==> src/rtl/a2ab_pkg.sv <==
`default_nettype none
package a2ab_pkg;

	// parse position inside the configuration record
	typedef enum logic [2:0] {
		PH_HEADER,
		PH_COUNT,
		PH_LEN_HI,
		PH_LEN_LO,
		PH_DATA,
		PH_TAIL
	} phase_t;

	// summary status codes
	typedef enum logic [2:0] {
		ST_OK       = 3'd0,
		ST_SHORT    = 3'd1,
		ST_NO_COUNT = 3'd2,
		ST_NO_LEN   = 3'd3,
		ST_NO_DATA  = 3'd4
	} status_t;

	localparam logic [2:0] LEN_SIZE_RESET = 3'd4;
	localparam logic [2:0] HEADER_LEN_IDX = 3'd4;
	localparam logic [2:0] MIN_RECORD_LEN = 3'd7;
	localparam logic [7:0] SPS_COUNT_MASK = 8'h1f;
	localparam logic [7:0] PPS_COUNT_MASK = 8'hff;
	localparam logic [1:0] LEN_SIZE_MASK  = 2'h3;
	localparam logic [7:0] START_ZERO     = 8'h00;
	localparam logic [7:0] START_ONE      = 8'h01;
	localparam logic [2:0] START_LEN      = 3'd4;

	// one classified input beat, as handed from parser to emitter
	typedef struct packed {
		logic       has_start;
		logic       has_data;
		logic       has_sum;
		logic [7:0] data;
		status_t    status;
		logic [2:0] lsize;
	} cmd_t;

endpackage
`default_nettype wire

==> src/rtl/avcc_to_annexb_converter.sv <==
`default_nettype none
// channel   dir  width            contents
// s_*       in   tdata 8          in_byte; tlast = record_end
// m_*       out  tdata 16, user 1 out_byte, status, length_size; tuser = kind;
//                                 tlast = last_of_run
//
// a record byte is taken whenever the command queue has room; the emitter
// sends one beat a cycle while m_tready is high, so a data byte yields one
// beat and the low length byte of a parameter set yields four (start code),
// plus one for the summary on the final byte
// arst_n clears parse state, queue and output valid; length size resets to 4
// output stalls back up through the queue to s_tready only once it is full
module avcc_to_annexb_converter
	import a2ab_pkg::*;
#(
	parameter int QUEUE_DEPTH = 4
) (
	input  wire logic        clk,
	input  wire logic        arst_n,
	input  wire logic        s_tvalid,
	output logic             s_tready,
	input  wire logic [7:0]  s_tdata,   // [7:0] in_byte
	input  wire logic        s_tlast,
	output logic             m_tvalid,
	input  wire logic        m_tready,
	output logic [15:0]      m_tdata,   // [7:0] out_byte, [10:8] status, [13:11] length_size
	output logic             m_tuser,   // [0] kind
	output logic             m_tlast
);

	cmd_t cmd;
	cmd_t head;
	logic push;
	logic full;
	logic pop;
	logic head_valid;
	logic accept;

	assign s_tready = !full;
	assign accept   = s_tvalid && s_tready;

	a2ab_parser u_parser (
		.clk        (clk),
		.arst_n     (arst_n),
		.accept     (accept),
		.in_byte    (s_tdata),
		.record_end (s_tlast),
		.cmd        (cmd),
		.push       (push)
	);

	a2ab_queue #(
		.DEPTH (QUEUE_DEPTH)
	) u_queue (
		.clk       (clk),
		.arst_n    (arst_n),
		.push      (push),
		.wr_cmd    (cmd),
		.full      (full),
		.pop       (pop),
		.head      (head),
		.not_empty (head_valid)
	);

	a2ab_emitter u_emitter (
		.clk        (clk),
		.arst_n     (arst_n),
		.head       (head),
		.head_valid (head_valid),
		.pop        (pop),
		.m_tvalid   (m_tvalid),
		.m_tready   (m_tready),
		.m_tdata    (m_tdata),
		.m_tuser    (m_tuser),
		.m_tlast    (m_tlast)
	);

endmodule
`default_nettype wire

==> src/rtl/a2ab_parser.sv <==
`default_nettype none
module a2ab_parser
	import a2ab_pkg::*;
(
	input  wire logic       clk,
	input  wire logic       arst_n,
	input  wire logic       accept,
	input  wire logic [7:0] in_byte,
	input  wire logic       record_end,
	output cmd_t            cmd,
	output logic            push
);

	phase_t      phase_q, phase_nx;
	logic [2:0]  hidx_q, hidx_nx;
	logic [7:0]  sets_q, sets_nx;
	logic [15:0] dleft_q, dleft_nx;
	logic [7:0]  lenh_q, lenh_nx;
	logic        in_pps_q, in_pps_nx;
	logic [2:0]  seen_q, seen_nx;
	logic [2:0]  lsize_q, lsize_nx;
	logic [7:0]  count_val;
	logic [7:0]  sets_m1;
	logic        set_end;

	// parse step for one byte
	always_comb begin
		phase_nx  = phase_q;
		hidx_nx   = hidx_q;
		sets_nx   = sets_q;
		dleft_nx  = dleft_q;
		lenh_nx   = lenh_q;
		in_pps_nx = in_pps_q;
		lsize_nx  = lsize_q;
		set_end   = 1'b0;
		cmd       = '0;
		count_val = in_byte & (in_pps_q ? PPS_COUNT_MASK : SPS_COUNT_MASK);
		sets_m1   = sets_q - 8'd1;
		seen_nx   = (seen_q < MIN_RECORD_LEN) ? seen_q + 3'd1 : seen_q;

		case (phase_q)
			PH_HEADER: begin
				if (hidx_q == HEADER_LEN_IDX) begin
					lsize_nx = {1'b0, in_byte[1:0] & LEN_SIZE_MASK} + 3'd1;
					phase_nx = PH_COUNT;
					hidx_nx  = 3'd0;
				end else begin
					hidx_nx = hidx_q + 3'd1;
				end
			end
			PH_COUNT: begin
				sets_nx = count_val;
				if (count_val != 8'd0) begin
					phase_nx = PH_LEN_HI;
				end else if (!in_pps_q) begin
					in_pps_nx = 1'b1;
				end else begin
					phase_nx = PH_TAIL;
				end
			end
			PH_LEN_HI: begin
				lenh_nx  = in_byte;
				phase_nx = PH_LEN_LO;
			end
			PH_LEN_LO: begin
				dleft_nx      = {lenh_q, in_byte};
				cmd.has_start = 1'b1;
				if (dleft_nx != 16'd0) begin
					phase_nx = PH_DATA;
				end else begin
					set_end = 1'b1;
				end
			end
			PH_DATA: begin
				cmd.has_data = 1'b1;
				dleft_nx     = dleft_q - 16'd1;
				set_end      = (dleft_nx == 16'd0);
			end
			default: begin
			end
		endcase

		// end of one parameter set
		if (set_end) begin
			sets_nx = sets_m1;
			if (sets_m1 != 8'd0) begin
				phase_nx = PH_LEN_HI;
			end else if (!in_pps_q) begin
				in_pps_nx = 1'b1;
				phase_nx  = PH_COUNT;
			end else begin
				phase_nx = PH_TAIL;
			end
		end

		// summary on the final byte
		cmd.data  = in_byte;
		cmd.lsize = lsize_nx;
		if (record_end) begin
			cmd.has_sum = 1'b1;
			if (seen_nx < MIN_RECORD_LEN) begin
				cmd.status = ST_SHORT;
			end else begin
				case (phase_nx)
					PH_HEADER, PH_COUNT: cmd.status = ST_NO_COUNT;
					PH_LEN_HI, PH_LEN_LO: cmd.status = ST_NO_LEN;
					PH_DATA: cmd.status = ST_NO_DATA;
					default: cmd.status = ST_OK;
				endcase
			end
		end
		push = accept && (cmd.has_start || cmd.has_data || cmd.has_sum);
	end

	// parse state, cleared at record end except the length size
	always_ff @(posedge clk or negedge arst_n) begin
		if (!arst_n) begin
			phase_q  <= PH_HEADER;
			hidx_q   <= 3'd0;
			sets_q   <= 8'd0;
			dleft_q  <= 16'd0;
			lenh_q   <= 8'd0;
			in_pps_q <= 1'b0;
			seen_q   <= 3'd0;
			lsize_q  <= LEN_SIZE_RESET;
		end else if (accept) begin
			lsize_q <= lsize_nx;
			if (record_end) begin
				phase_q  <= PH_HEADER;
				hidx_q   <= 3'd0;
				sets_q   <= 8'd0;
				dleft_q  <= 16'd0;
				lenh_q   <= 8'd0;
				in_pps_q <= 1'b0;
				seen_q   <= 3'd0;
			end else begin
				phase_q  <= phase_nx;
				hidx_q   <= hidx_nx;
				sets_q   <= sets_nx;
				dleft_q  <= dleft_nx;
				lenh_q   <= lenh_nx;
				in_pps_q <= in_pps_nx;
				seen_q   <= seen_nx;
			end
		end
	end

endmodule
`default_nettype wire

==> src/rtl/a2ab_queue.sv <==
`default_nettype none
module a2ab_queue
	import a2ab_pkg::*;
#(
	parameter int DEPTH = 4
) (
	input  wire logic clk,
	input  wire logic arst_n,
	input  wire logic push,
	input  wire cmd_t wr_cmd,
	output logic      full,
	input  wire logic pop,
	output cmd_t      head,
	output logic      not_empty
);

	localparam int PTR_W = (DEPTH > 1) ? $clog2(DEPTH) : 1;
	localparam int CNT_W = $clog2(DEPTH + 1);

	cmd_t             entries_q [DEPTH];
	logic [PTR_W-1:0] wr_ptr_q, rd_ptr_q;
	logic [CNT_W-1:0] count_q;

	assign full      = (count_q == CNT_W'(DEPTH));
	assign not_empty = (count_q != '0);
	assign head      = entries_q[rd_ptr_q];

	// entry storage
	always_ff @(posedge clk) begin
		if (push) begin
			entries_q[wr_ptr_q] <= wr_cmd;
		end
	end

	// pointers and fill count
	always_ff @(posedge clk or negedge arst_n) begin
		if (!arst_n) begin
			wr_ptr_q <= '0;
			rd_ptr_q <= '0;
			count_q  <= '0;
		end else begin
			if (push) begin
				wr_ptr_q <= (wr_ptr_q == PTR_W'(DEPTH - 1)) ? '0 : wr_ptr_q + 1'b1;
			end
			if (pop) begin
				rd_ptr_q <= (rd_ptr_q == PTR_W'(DEPTH - 1)) ? '0 : rd_ptr_q + 1'b1;
			end
			if (push && !pop) begin
				count_q <= count_q + 1'b1;
			end else if (pop && !push) begin
				count_q <= count_q - 1'b1;
			end
		end
	end

	a_no_overflow: assert property (@(posedge clk) disable iff (!arst_n) push |-> !full)
		else $error("queue written while full");
	a_no_underflow: assert property (@(posedge clk) disable iff (!arst_n) pop |-> not_empty)
		else $error("queue read while empty");
	a_count_up: assert property (@(posedge clk) disable iff (!arst_n)
		(push && !pop) |=> count_q == $past(count_q) + 1'b1)
		else $error("fill count did not follow a write");

endmodule
`default_nettype wire

==> src/rtl/a2ab_emitter.sv <==
`default_nettype none
module a2ab_emitter
	import a2ab_pkg::*;
(
	input  wire logic        clk,
	input  wire logic        arst_n,
	input  wire cmd_t        head,
	input  wire logic        head_valid,
	output logic             pop,
	output logic             m_tvalid,
	input  wire logic        m_tready,
	output logic [15:0]      m_tdata,
	output logic             m_tuser,
	output logic             m_tlast
);

	logic [2:0] step_q;
	logic [2:0] n_stream;
	logic [2:0] total;
	logic       is_last;
	logic       load;
	logic       valid_q;
	logic [7:0] byte_q;
	status_t    status_q;
	logic [2:0] lsize_q;
	logic       kind_q;
	logic       last_q;
	logic [7:0] nx_byte;
	status_t    nx_status;
	logic       nx_kind;

	// pick the result for the current step of the head entry
	always_comb begin
		n_stream = head.has_start ? START_LEN : {2'b00, head.has_data};
		total    = n_stream + {2'b00, head.has_sum};
		is_last  = (step_q == total - 3'd1);
		load     = head_valid && (!valid_q || m_tready);
		pop      = load && is_last;
		if (step_q < n_stream) begin
			nx_kind   = 1'b0;
			nx_status = ST_OK;
			if (head.has_start) begin
				nx_byte = (step_q == START_LEN - 3'd1) ? START_ONE : START_ZERO;
			end else begin
				nx_byte = head.data;
			end
		end else begin
			nx_kind   = 1'b1;
			nx_status = head.status;
			nx_byte   = START_ZERO;
		end
	end

	// step counter and output valid
	always_ff @(posedge clk or negedge arst_n) begin
		if (!arst_n) begin
			step_q  <= 3'd0;
			valid_q <= 1'b0;
		end else if (load) begin
			valid_q <= 1'b1;
			step_q  <= is_last ? 3'd0 : step_q + 3'd1;
		end else if (m_tready) begin
			valid_q <= 1'b0;
		end
	end

	// output beat register
	always_ff @(posedge clk) begin
		if (load) begin
			byte_q   <= nx_byte;
			status_q <= nx_status;
			lsize_q  <= head.lsize;
			kind_q   <= nx_kind;
			last_q   <= is_last;
		end
	end

	assign m_tvalid = valid_q;
	assign m_tdata  = {2'b00, lsize_q, status_q, byte_q};
	assign m_tuser  = kind_q;
	assign m_tlast  = last_q;

endmodule
`default_nettype wire

==> config.mk <==
export PLATFORM = sky130hd
export DESIGN_NAME = avcc_to_annexb_converter
export DESIGN_NICKNAME = d
export VERILOG_FILES = /design/src/rtl/a2ab_pkg.sv /design/src/rtl/avcc_to_annexb_converter.sv /design/src/rtl/a2ab_parser.sv /design/src/rtl/a2ab_queue.sv /design/src/rtl/a2ab_emitter.sv
export SDC_FILE = /design/constraint.sdc
export NUM_CORES = 1
export LEC_CHECK = 0
export BUFFER_PORTS_ARGS = -buffer_cell sky130_fd_sc_hd__clkbuf_2
export CELL_PAD_IN_SITES_DETAIL_PLACEMENT = 0
export CELL_PAD_IN_SITES_GLOBAL_PLACEMENT = 2
export CORE_ASPECT_RATIO = 0.7
export CORE_MARGIN = 2
export CORE_UTILIZATION = 43
export CTS_BUF_LIST = sky130_fd_sc_hd__clkbuf_16
export DETAILED_ROUTE_END_ITERATION = 12
export GPL_ROUTABILITY_DRIVEN = 0
export MAX_ROUTING_LAYER = met4
export PLACE_DENSITY_LB_ADDON = 0.25
export SYNTH_ARGS = -nofsm -noshare
export SYNTH_HDL_FRONTEND = slang
export SYNTH_SLANG_ARGS = --single-unit
==> constraint.sdc <==
create_clock -name clk -period 3.8 [get_ports clk]
set_input_delay 0.57 -clock clk [delete_from_list [all_inputs] [get_ports clk]]
set_output_delay 0.57 -clock clk [all_outputs]
set_load 0.03 [all_outputs]
* After elaboration in Yosys (flattened, before gate mapping)
Memory sizes are Yosys's and may differ from the RTL's.
Cells that the tools add are included.
** Operators by class
- $add $sub $neg :: 12
- Multipliers :: 0
- Div/mod/pow operators :: 0
- Magnitude comparators :: 3
- Equality and inequality tests :: 14
- Shift-type cells :: 0
- Muxes and demuxes :: 51
- Bitwise operators :: 1
- Reduce and logical (&&, ||, !) cells :: 32
** Operator list (number)
- 3-bit 2-to-1 mux :: 21
- 8-bit 2-to-1 mux :: 7
- 16-bit case mux with 2 select lines :: 1
- 16-bit logical NOT :: 1
- 1-bit 2-to-1 mux :: 16
- 16-bit 2-to-1 mux :: 1
- 16-bit nonzero test :: 1
- 8-bit nonzero test :: 2
- 16-bit by 1-bit subtractor with 16-bit output, second input constant :: 1
- 3-bit by 2-bit equality test with 1-bit output, second input constant :: 5
- 3-bit by 1-bit adder with 3-bit output, second input constant :: 4
- 3-bit equality test, second input constant :: 4
- 3-bit case mux with 4 select lines :: 1
- 3-bit case mux with 3 select lines :: 1
- 3-bit nonzero test :: 3
- 8-bit bitwise AND :: 1
- 2-bit AND reduction :: 4
- 2-bit nonzero test :: 4
- 8-bit by 1-bit subtractor with 8-bit output, second input constant :: 1
- 3-bit by 1-bit equality test with 1-bit output, second input constant :: 2
- 1-bit logical AND :: 6
- 3-bit logical NOT :: 2
- 3-bit < comparator, second input constant :: 2
- 3-bit by 1-bit subtractor with 3-bit output, second input constant :: 2
- 11 further kinds :: 20
** Word-level totals
- Register bits :: 72
- Latch bits :: 0
- RAM bits :: 68
- ROM bits :: 0
- Bits of input ports :: 13
- Output and inout port bits :: 20
- Logic and storage cells :: 132
- Memories :: 1
** Memories
- u_queue.entries_q :: words 4, bits a word 17, rd ports 1, clocked after memory_dff 0, write ports 1, RTL line a2ab_queue.sv:20 : cmd_t entries_q [DEPTH];

* Logic depth before layout (Yosys ltp)
Gate-level depths: netlist of the first run.
- Depth in word-level cells :: 11
- Depth in mapped cells :: 15

* Cells and area by module
A second synthesis of the first run with hierarchy kept.
** Unflattened totals
- Cell total of the unflattened synthesis :: 556
- Area total of the unflattened synthesis :: 6831.6 sq um
** Modules (own cells, without submodules)
- a2ab_parser :: instances 1, cells an instance 361, area each 3030.4 sq um, sequential area each 1127.3 sq um
- a2ab_queue :: instances 1, cells an instance 126, area each 2914.0 sq um, sequential area each 2217.1 sq um
- a2ab_emitter :: instances 1, cells an instance 67, area each 877.1 sq um, sequential area each 580.6 sq um
- avcc_to_annexb_converter :: instances 1, cells an instance 2, area each 10.0 sq um, sequential area each 0.0 sq um

* Worst setup path after synthesis of the first run
OpenSTA, ideal clock, no wires.
- Path type :: flip-flop to flip-flop
- Start point :: reg u_queue.rd_ptr_q[0]
- End point :: reg u_queue.count_q[1]
- Data arrival time :: 3.190 ns
- Data required time :: 3.675 ns
- Slack :: 0.486 ns
- Stages on the path, launching flop included :: 13
- Path buffers :: 2
- Period minus slack after synthesis :: 3.314 ns
- Cells stage by stage :: dfrtp_1 buf_6 buf_1 mux4_2 inv_1 ha_1 xnor2_1 a21oi_2 nand2_1 ha_1 inv_1 fa_1 mux2_2
** Between the ends
- Word-level cells in the longest chain between the ends :: 9
- Elaborated cells on any way between the ends :: 11
- Classes of those cells :: add/sub (2); eq/ne (1); mux (2); reduce/logical (5); memory (1)
** Ends and longest elaborated chain
- start: declaration :: RTL line a2ab_queue.sv:21 : logic [PTR_W-1:0] wr_ptr_q, rd_ptr_q;
- start signal: assignment :: RTL line a2ab_queue.sv:46 : rd_ptr_q <= (rd_ptr_q == PTR_W'(DEPTH - 1)) ? '0 : rd_ptr_q + 1'b1;
- memory 4 x 17 bit *
- 3-bit 2-to-1 mux :: RTL line a2ab_emitter.sv:34 : n_stream = head.has_start ? START_LEN : {2'b00, head.has_data};
- 3-bit by 1-bit adder with 3-bit output * :: RTL line a2ab_emitter.sv:35 : total = n_stream + {2'b00, head.has_sum};
- 3-bit by 1-bit subtractor with 3-bit output * :: RTL line a2ab_emitter.sv:36 : is_last = (step_q == total - 3'd1);
- 3-bit equality test * :: RTL line a2ab_emitter.sv:36
- via u_emitter.is_last :: RTL line a2ab_emitter.sv:20 : logic is_last;
- 1-bit logical AND * :: RTL line a2ab_emitter.sv:38 : pop = load && is_last;
- 1-bit logical NOT :: RTL line a2ab_queue.sv:48 : if (push && !pop) begin
- 1-bit logical AND :: RTL line a2ab_queue.sv:48
- 3-bit 2-to-1 mux or 2-bit nonzero test (tied branches)
- end signal: assignment :: RTL line a2ab_queue.sv:49 : count_q <= count_q + 1'b1;
- end signal: assignment :: RTL line a2ab_queue.sv:51 : count_q <= count_q - 1'b1;
- end: declaration :: RTL line a2ab_queue.sv:22 : logic [CNT_W-1:0] count_q;
The timed path passes the listed nets; every way through them passes the cells marked *.
A chain may end at the register's enable or synchronous reset.

* Worst setup path in the final report of the first run
Same ends and word-level chain as after synthesis.

==> flow_metrics.tcl, run 1 <==
set metrics [dict create \
    avgSynthCellArea_um2 12.4 \
    cpMaxStageDelayCell "mux4_2" \
    cts_tree "built" \
    ys_top_cells_by_count "84 x edfxtp_1, 55 x dfrtp_1, 49 x o21ai_0, 45 x nand2_1, 30 x nor2_1" \
    synth_area_leaders "edfxtp_1 37%, dfrtp_1 20%, mux4_2 5.7%" \
    worstPathArrival_ns 3.64 \
    worst_skew_pair.late_latency_ns 0.42 \
    worstSetupStartpointType "flip-flop" \
    synth_area_leader_cell "edfxtp_1" \
    synth.distinct_cells 72 \
    path_max_fanout 9 \
    wl_per_cell_um 19.8 \
    grt_pass1_vias 4346 \
    design.core.area_um2 15400 \
    placed_cell_area_um2 7120 \
    cts_resized 0 \
    cpPeakStageDelay_ns 0.57 \
    track_usage 0.206 \
    via_count 4404 \
    diodes 0 \
    postCtsHoldBufs 0 \
    drt_iter0_drc 378 \
    start_util 0.438 \
    numPlacedInstances 761 \
    path_clk_slew_ns 0.06 \
    yosysMostFrequentCell "edfxtp_1" \
    antenna_found_initial 0 \
    hold_viol_final 0 \
    htreeDepth 4 \
    syn_area_um2 6750 \
    clock-sinks 140 \
    hold_class "input port to async pin" \
    max-clock-path-buffers 2 \
    die_h_um 109 \
    setup_ws_ns 0.464 \
    synth_edf_count 84 \
    num_rows 38 \
    cts_made_buffers 17 \
    timing.critical_path.required_ns 4.10 \
    die_w_um 154 \
    setup_viol 0 \
    ys_ff_latch 140 \
    max_cap_viol_count 0 \
    detail-route-antenna-nets 0 \
    finalClockSkew_ns 0.00914 \
    grt_max_degree 29 \
    power_density_nw_per_um2 698 \
    fmax_mhz 300 \
    status "finished clean" \
    ioPinCount 33 \
    fin_crit_ns 3.34 \
    fin_crit_sh 0.878 \
    p_leak_nw 3.05 \
    io_buffers 30 \
    endpoint_kind "flip-flop" \
    synth-seq-area-share 0.581 \
    vias_per_cell 5.55 \
    tns_ns 0 \
    dieArea_um2 16700 \
    grt_pass1_wl_mm 24.9 \
    maxSlewHeadroom 0.385 \
    path_cells "mux4_2, inv_1, nand2_1, ha_1, or3_1, a21oi_2, nand2_1, ha_1, inv_1, fa_1, mux2_2" \
    drt_wl_total_mm 15.7 \
    drc_errors 0 \
    peakVddDrop_mv 0.306 \
    area_delta_synth_final_pct 14.3 \
    crit_type "flip-flop to flip-flop" \
    nets 613 \
    synth_top_cell_area_share 0.374 \
    final_area_um2 7710 \
    postSynthCellCount 543 \
    dp_hpwl_mm 10.7 \
    ys_warn_count 0 \
    pre_cts_ws_ns 0.502 \
    drive_above_1_share 0.204 \
    grt_overflow 0 \
    synthFlopType "edfxtp_1" \
    firstDrtPassIters 4 \
    root_buffer "clkbuf_16" \
    tightest_slew_ns 0.914 \
    async_flop_share 0.400 \
    rsz0062_at_grt "no" \
    drv_slew 0 \
    stdcell_count 793 \
    postCtsSetupRepairBufs 0 \
]
[critical path: cells and delay by family, from the launching register on]
kind                     cells  cell delay, ns
adder cells (fa/ha/maj)      3            0.84
flip-flops                   1            0.39
AO/OA/AOI/OAI                1            0.24
buffers and inverters        2            0.28
multiplexers                 2            0.84
AND/OR/NAND/NOR              3            0.64
[cells in the final DEF (no fill, tap or decap), types with 3 or more instances in the layout]
| master | count |
|---|---|
| a22oi_1 | 6 |
| or3_1 | 6 |
| nand2_1 | 45 |
| inv_1 | 21 |
| and3_1 | 11 |
| clkbuf_2 | 30 |
| a22o_1 | 13 |
| buf_4 | 15 |
| clkbuf_16 | 17 |
| o31ai_1 | 3 |
| xnor2_1 | 7 |
| dfrtp_1 | 55 |
| a31oi_1 | 4 |
| mux4_2 | 17 |
| a21o_1 | 5 |
| mux2_2 | 6 |
| nand3_1 | 8 |
| ha_1 | 19 |
| nor2_1 | 30 |
| inv_6 | 3 |
| o22ai_1 | 3 |
| bufinv_16 | 3 |
| o21ai_0 | 49 |
| and2_1 | 7 |
| nor4_1 | 10 |
| clkinvlp_4 | 4 |
| nor3_1 | 16 |
| mux2i_1 | 4 |
| nor2b_1 | 6 |
| edfxtp_1 | 84 |
| a21oi_1 | 23 |
| nor3b_1 | 5 |
| xor2_1 | 4 |
| nand2b_1 | 3 |
[worst paths after layout]
check / from / endpoint / slack [ns] / cells past startpoint
setup / recovery: u_queue.rd_ptr_q[0] / u_queue.count_q[1] / 0.46 / 11
setup reg to reg: u_queue.rd_ptr_q[0] / u_queue.count_q[1] / 0.46 / 11
max in group asynchronous: arst_n / u_parser.lsize_q[2] / 2.75 / 2
hold / removal: arst_n / u_parser.sets_q[6] / 0.22 / 1
min in group clk: m_tready / u_emitter.m_tvalid / 0.41 / 4
hold reg to reg: u_parser.lsize_q[2] / u_parser.lsize_q[2] / 0.46 / 2
[per-stage QoR]
stage                     utilization  hold slack (ns)  total power, mW
final                           0.501            0.222             5.38
after CTS                       0.501            0.224             5.43
after floorplan                     -            0.274             3.32
after global routing            0.501            0.255             5.69
after detailed placement        0.462            0.451             3.74
after global placement          0.462            0.447             3.71
[where the power goes]
group / leakage (nW) / total (mW) / internal (mW) / switching (mW)
clock: 0.283 / 1.67 / 1.03 / 0.643
sequential: 1.53 / 2.16 / 1.98 / 0.183
combinational: 1.23 / 1.54 / 0.619 / 0.925
[kinds of logic after synthesis]
group | after synthesis | synth area share
XOR/XNOR | 11 | 0.0143
flip-flops | 140 | 0.581
buffers and inverters | 48 | 0.0335
other | 1 | 0.000556
AND/OR/NAND/NOR | 170 | 0.137
multiplexers | 27 | 0.0727
AO/OA/AOI/OAI | 126 | 0.122
adder cells (fa/ha/maj) | 20 | 0.0382
[state kept, by name, summed over array words and instances (netlist names)]
register and flops:
u_queue.entries_q 68, u_parser.dleft_q 16, u_emitter.byte_q 8, u_parser.lenh_q 8, u_parser.sets_q 8, u_emitter.lsize_q 3
u_emitter.status_q 3, u_emitter.step_q 3, u_parser.hidx_q 3, u_parser.lsize_q 3, u_parser.phase_q 3, u_parser.seen_q 3
u_queue.count_q 3, u_queue.rd_ptr_q 2, u_queue.wr_ptr_q 2, u_emitter.m_tlast 1, u_emitter.m_tuser 1, u_emitter.m_tvalid 1
u_parser.in_pps_q 1
[per-layer routing]
metal  GRT usage  share of wire  wire length (µm)
met4      0.0446         0.0049                77
met3      0.0493          0.051               805
met5           -              0                 0
met1       0.304           0.51              7960
met2       0.292           0.44              6820
[final cells by class]
type | count | area [µm²]
fillers | 1376 | 7690
flip-flops and latches | 140 | 3930
multi-input cells | 356 | 2600
clock buffers | 17 | 425
repair buffers | 45 | 263
well taps | 200 | 250
clock inverters | 15 | 171
inverters | 20 | 75.1
No activity file was read; power rests on OpenSTA's default activity.
==> inputs of run 2 (changes only) <==
clock period = 3.52 ns   (was 3.8 ns; I/O delays follow)
==> flow_metrics.tcl, run 2 (synthesized netlist as in run 1, its figures left out) <==
set metrics [dict create \
    drt_iter0_drc 384 \
    track_usage 0.203 \
    stdcell_count 796 \
    tightest_slew_ns 0.720 \
    grt_pass1_wl_mm 24.9 \
    internal-power_mw 4.05 \
    cts_tree "built" \
    hold_class "input port to async pin" \
    numPlacedInstances 764 \
    worst_skew_pair.late_latency_ns 0.42 \
    setup_ws_ns 0.255 \
    worstSetupStartpointType "flip-flop" \
    clock_power_share 0.324 \
    cp-startpoint "u_queue.rd_ptr_q[0]" \
    path_clk_slew_ns 0.06 \
    num_rows 38 \
    path_max_fanout 9 \
    antenna_found_initial 0 \
    via_count 4404 \
    firstDrtPassIters 5 \
    peakVddDrop_mv 0.323 \
    setup_viol 0 \
    cts_resized 0 \
    p_leak_nw 3.09 \
    grt_pass1_vias 4360 \
    die_w_um 154 \
    dieArea_um2 16700 \
    final_cell_mix "84 x edfxtp_1, 55 x dfrtp_1, 49 x o21ai_0, 45 x nand2_1" \
    drt_wl_total_mm 15.4 \
    fin_crit_sh 0.928 \
    power_density_nw_per_um2 760 \
    start_util 0.438 \
    tns_ns 0 \
    reg_top3 "u_queue.entries_q: 68 flops, u_parser.dleft_q: 16 flops" \
    rsz0062_at_grt "no" \
    max_cap_viol_count 0 \
    cts_made_buffers 17 \
    area_delta_synth_final_pct 15.1 \
    worstPathArrival_ns 3.57 \
    crit_type "flip-flop to flip-flop" \
    postCtsSetupRepairBufs 0 \
    clock-sinks 140 \
    fin_crit_ns 3.27 \
    pre_cts_ws_ns 0.223 \
    ioPinCount 33 \
    endpoint_kind "flip-flop" \
    drc_errors 0 \
    fmax_mhz 306 \
    hold_viol_final 0 \
    max-clock-path-buffers 2 \
    top_register "u_queue.entries_q" \
    root_buffer "clkbuf_16" \
    timing.critical_path.required_ns 3.82 \
    detail-route-antenna-nets 0 \
    seqPwrFrac 0.395 \
    r2r-start "u_queue.rd_ptr_q[0]" \
    diodes 0 \
    swShare 0.313 \
    htreeDepth 4 \
    switchingPower_mw 1.85 \
    wl_per_cell_um 19.4 \
    final_common_cell "edfxtp_1" \
    vias_per_cell 5.53 \
    largest_register_ff_count 68 \
    io_buffers 30 \
    p_comb_frac 0.281 \
    grt_max_degree 38 \
    postCtsHoldBufs 0 \
    filler_cell_count 1373 \
    dp_hpwl_mm 10.4 \
    die_h_um 109 \
    grt_overflow 0 \
    status "finished clean" \
    finalClockSkew_ns 0.00505 \
    nets 616 \
    drive_above_1_share 0.206 \
    drv_slew 0 \
    maxSlewHeadroom 0.517 \
    p_total_mw 5.90 \
    design.core.area_um2 15400 \
]
run 2: critical path, stage by stage, from the launching register on:
cell     delay (ns)
dfrtp_1        0.36
mux4_2         0.56
inv_1          0.19
nand2_1        0.10
ha_1           0.20
or3_1          0.38
a21oi_2        0.24
nand2_1        0.15
ha_1           0.23
inv_1          0.07
fa_1           0.40
mux2_2         0.26
run 2: worst paths after layout:
| path | endpoint | slack (ns) | cells past startpoint |
|---|---|---|---|
| max | u_queue.count_q[1] | 0.25 | 11 |
| min | u_parser.sets_q[1] | 0.09 | 1 |
| max reg2reg | u_queue.count_q[1] | 0.25 | 11 |
| min reg2reg | u_parser.lsize_q[2] | 0.46 | 2 |
| max in group asynchronous | u_emitter.step_q[2] | 2.51 | 2 |
| min in group clk | u_emitter.m_tvalid | 0.36 | 4 |
run 2: cell type report:
class                           count  area (µm²)  share of cell area
Multi-Input combinational cell    356        2600               0.335
Tap cell                          200         250              0.0322
Timing Repair Buffer               48         285              0.0367
Clock inverter                     15         206              0.0266
Clock buffer                       17         425              0.0548
Inverter                           20        75.1             0.00966
Sequential cell                   140        3930               0.505
run 2: through the flow:
stage | hold WS [ns] | utilization | cell area (µm²)
finish | 0.0903 | 0.504 | 7770
global route | 0.118 | 0.504 | 7770
CTS | 0.101 | 0.504 | 7770
detailed placement | 0.451 | 0.463 | 7140
global placement | 0.446 | 0.463 | 7140
floorplan | 0.232 | - | 6750
run 2: routing by layer:
| metal | track usage | part of all wire |
|---|---|---|
| met5 | - | 0 |
| met1 | 0.300 | 0.52 |
| met2 | 0.285 | 0.44 |
| met4 | 0.0564 | 0.0074 |
| met3 | 0.0429 | 0.037 |
run 2: power by group through the flow:
stage / Combinational (mW) / Sequential, mW / Clock, mW
global placement: 1.64 / 2.35 / 0
finish: 1.66 / 2.33 / 1.91
global route: 1.84 / 2.38 / 2.03
detailed placement: 1.67 / 2.36 / 0
floorplan: 1.08 / 2.50 / 0
CTS: 1.68 / 2.33 / 1.95
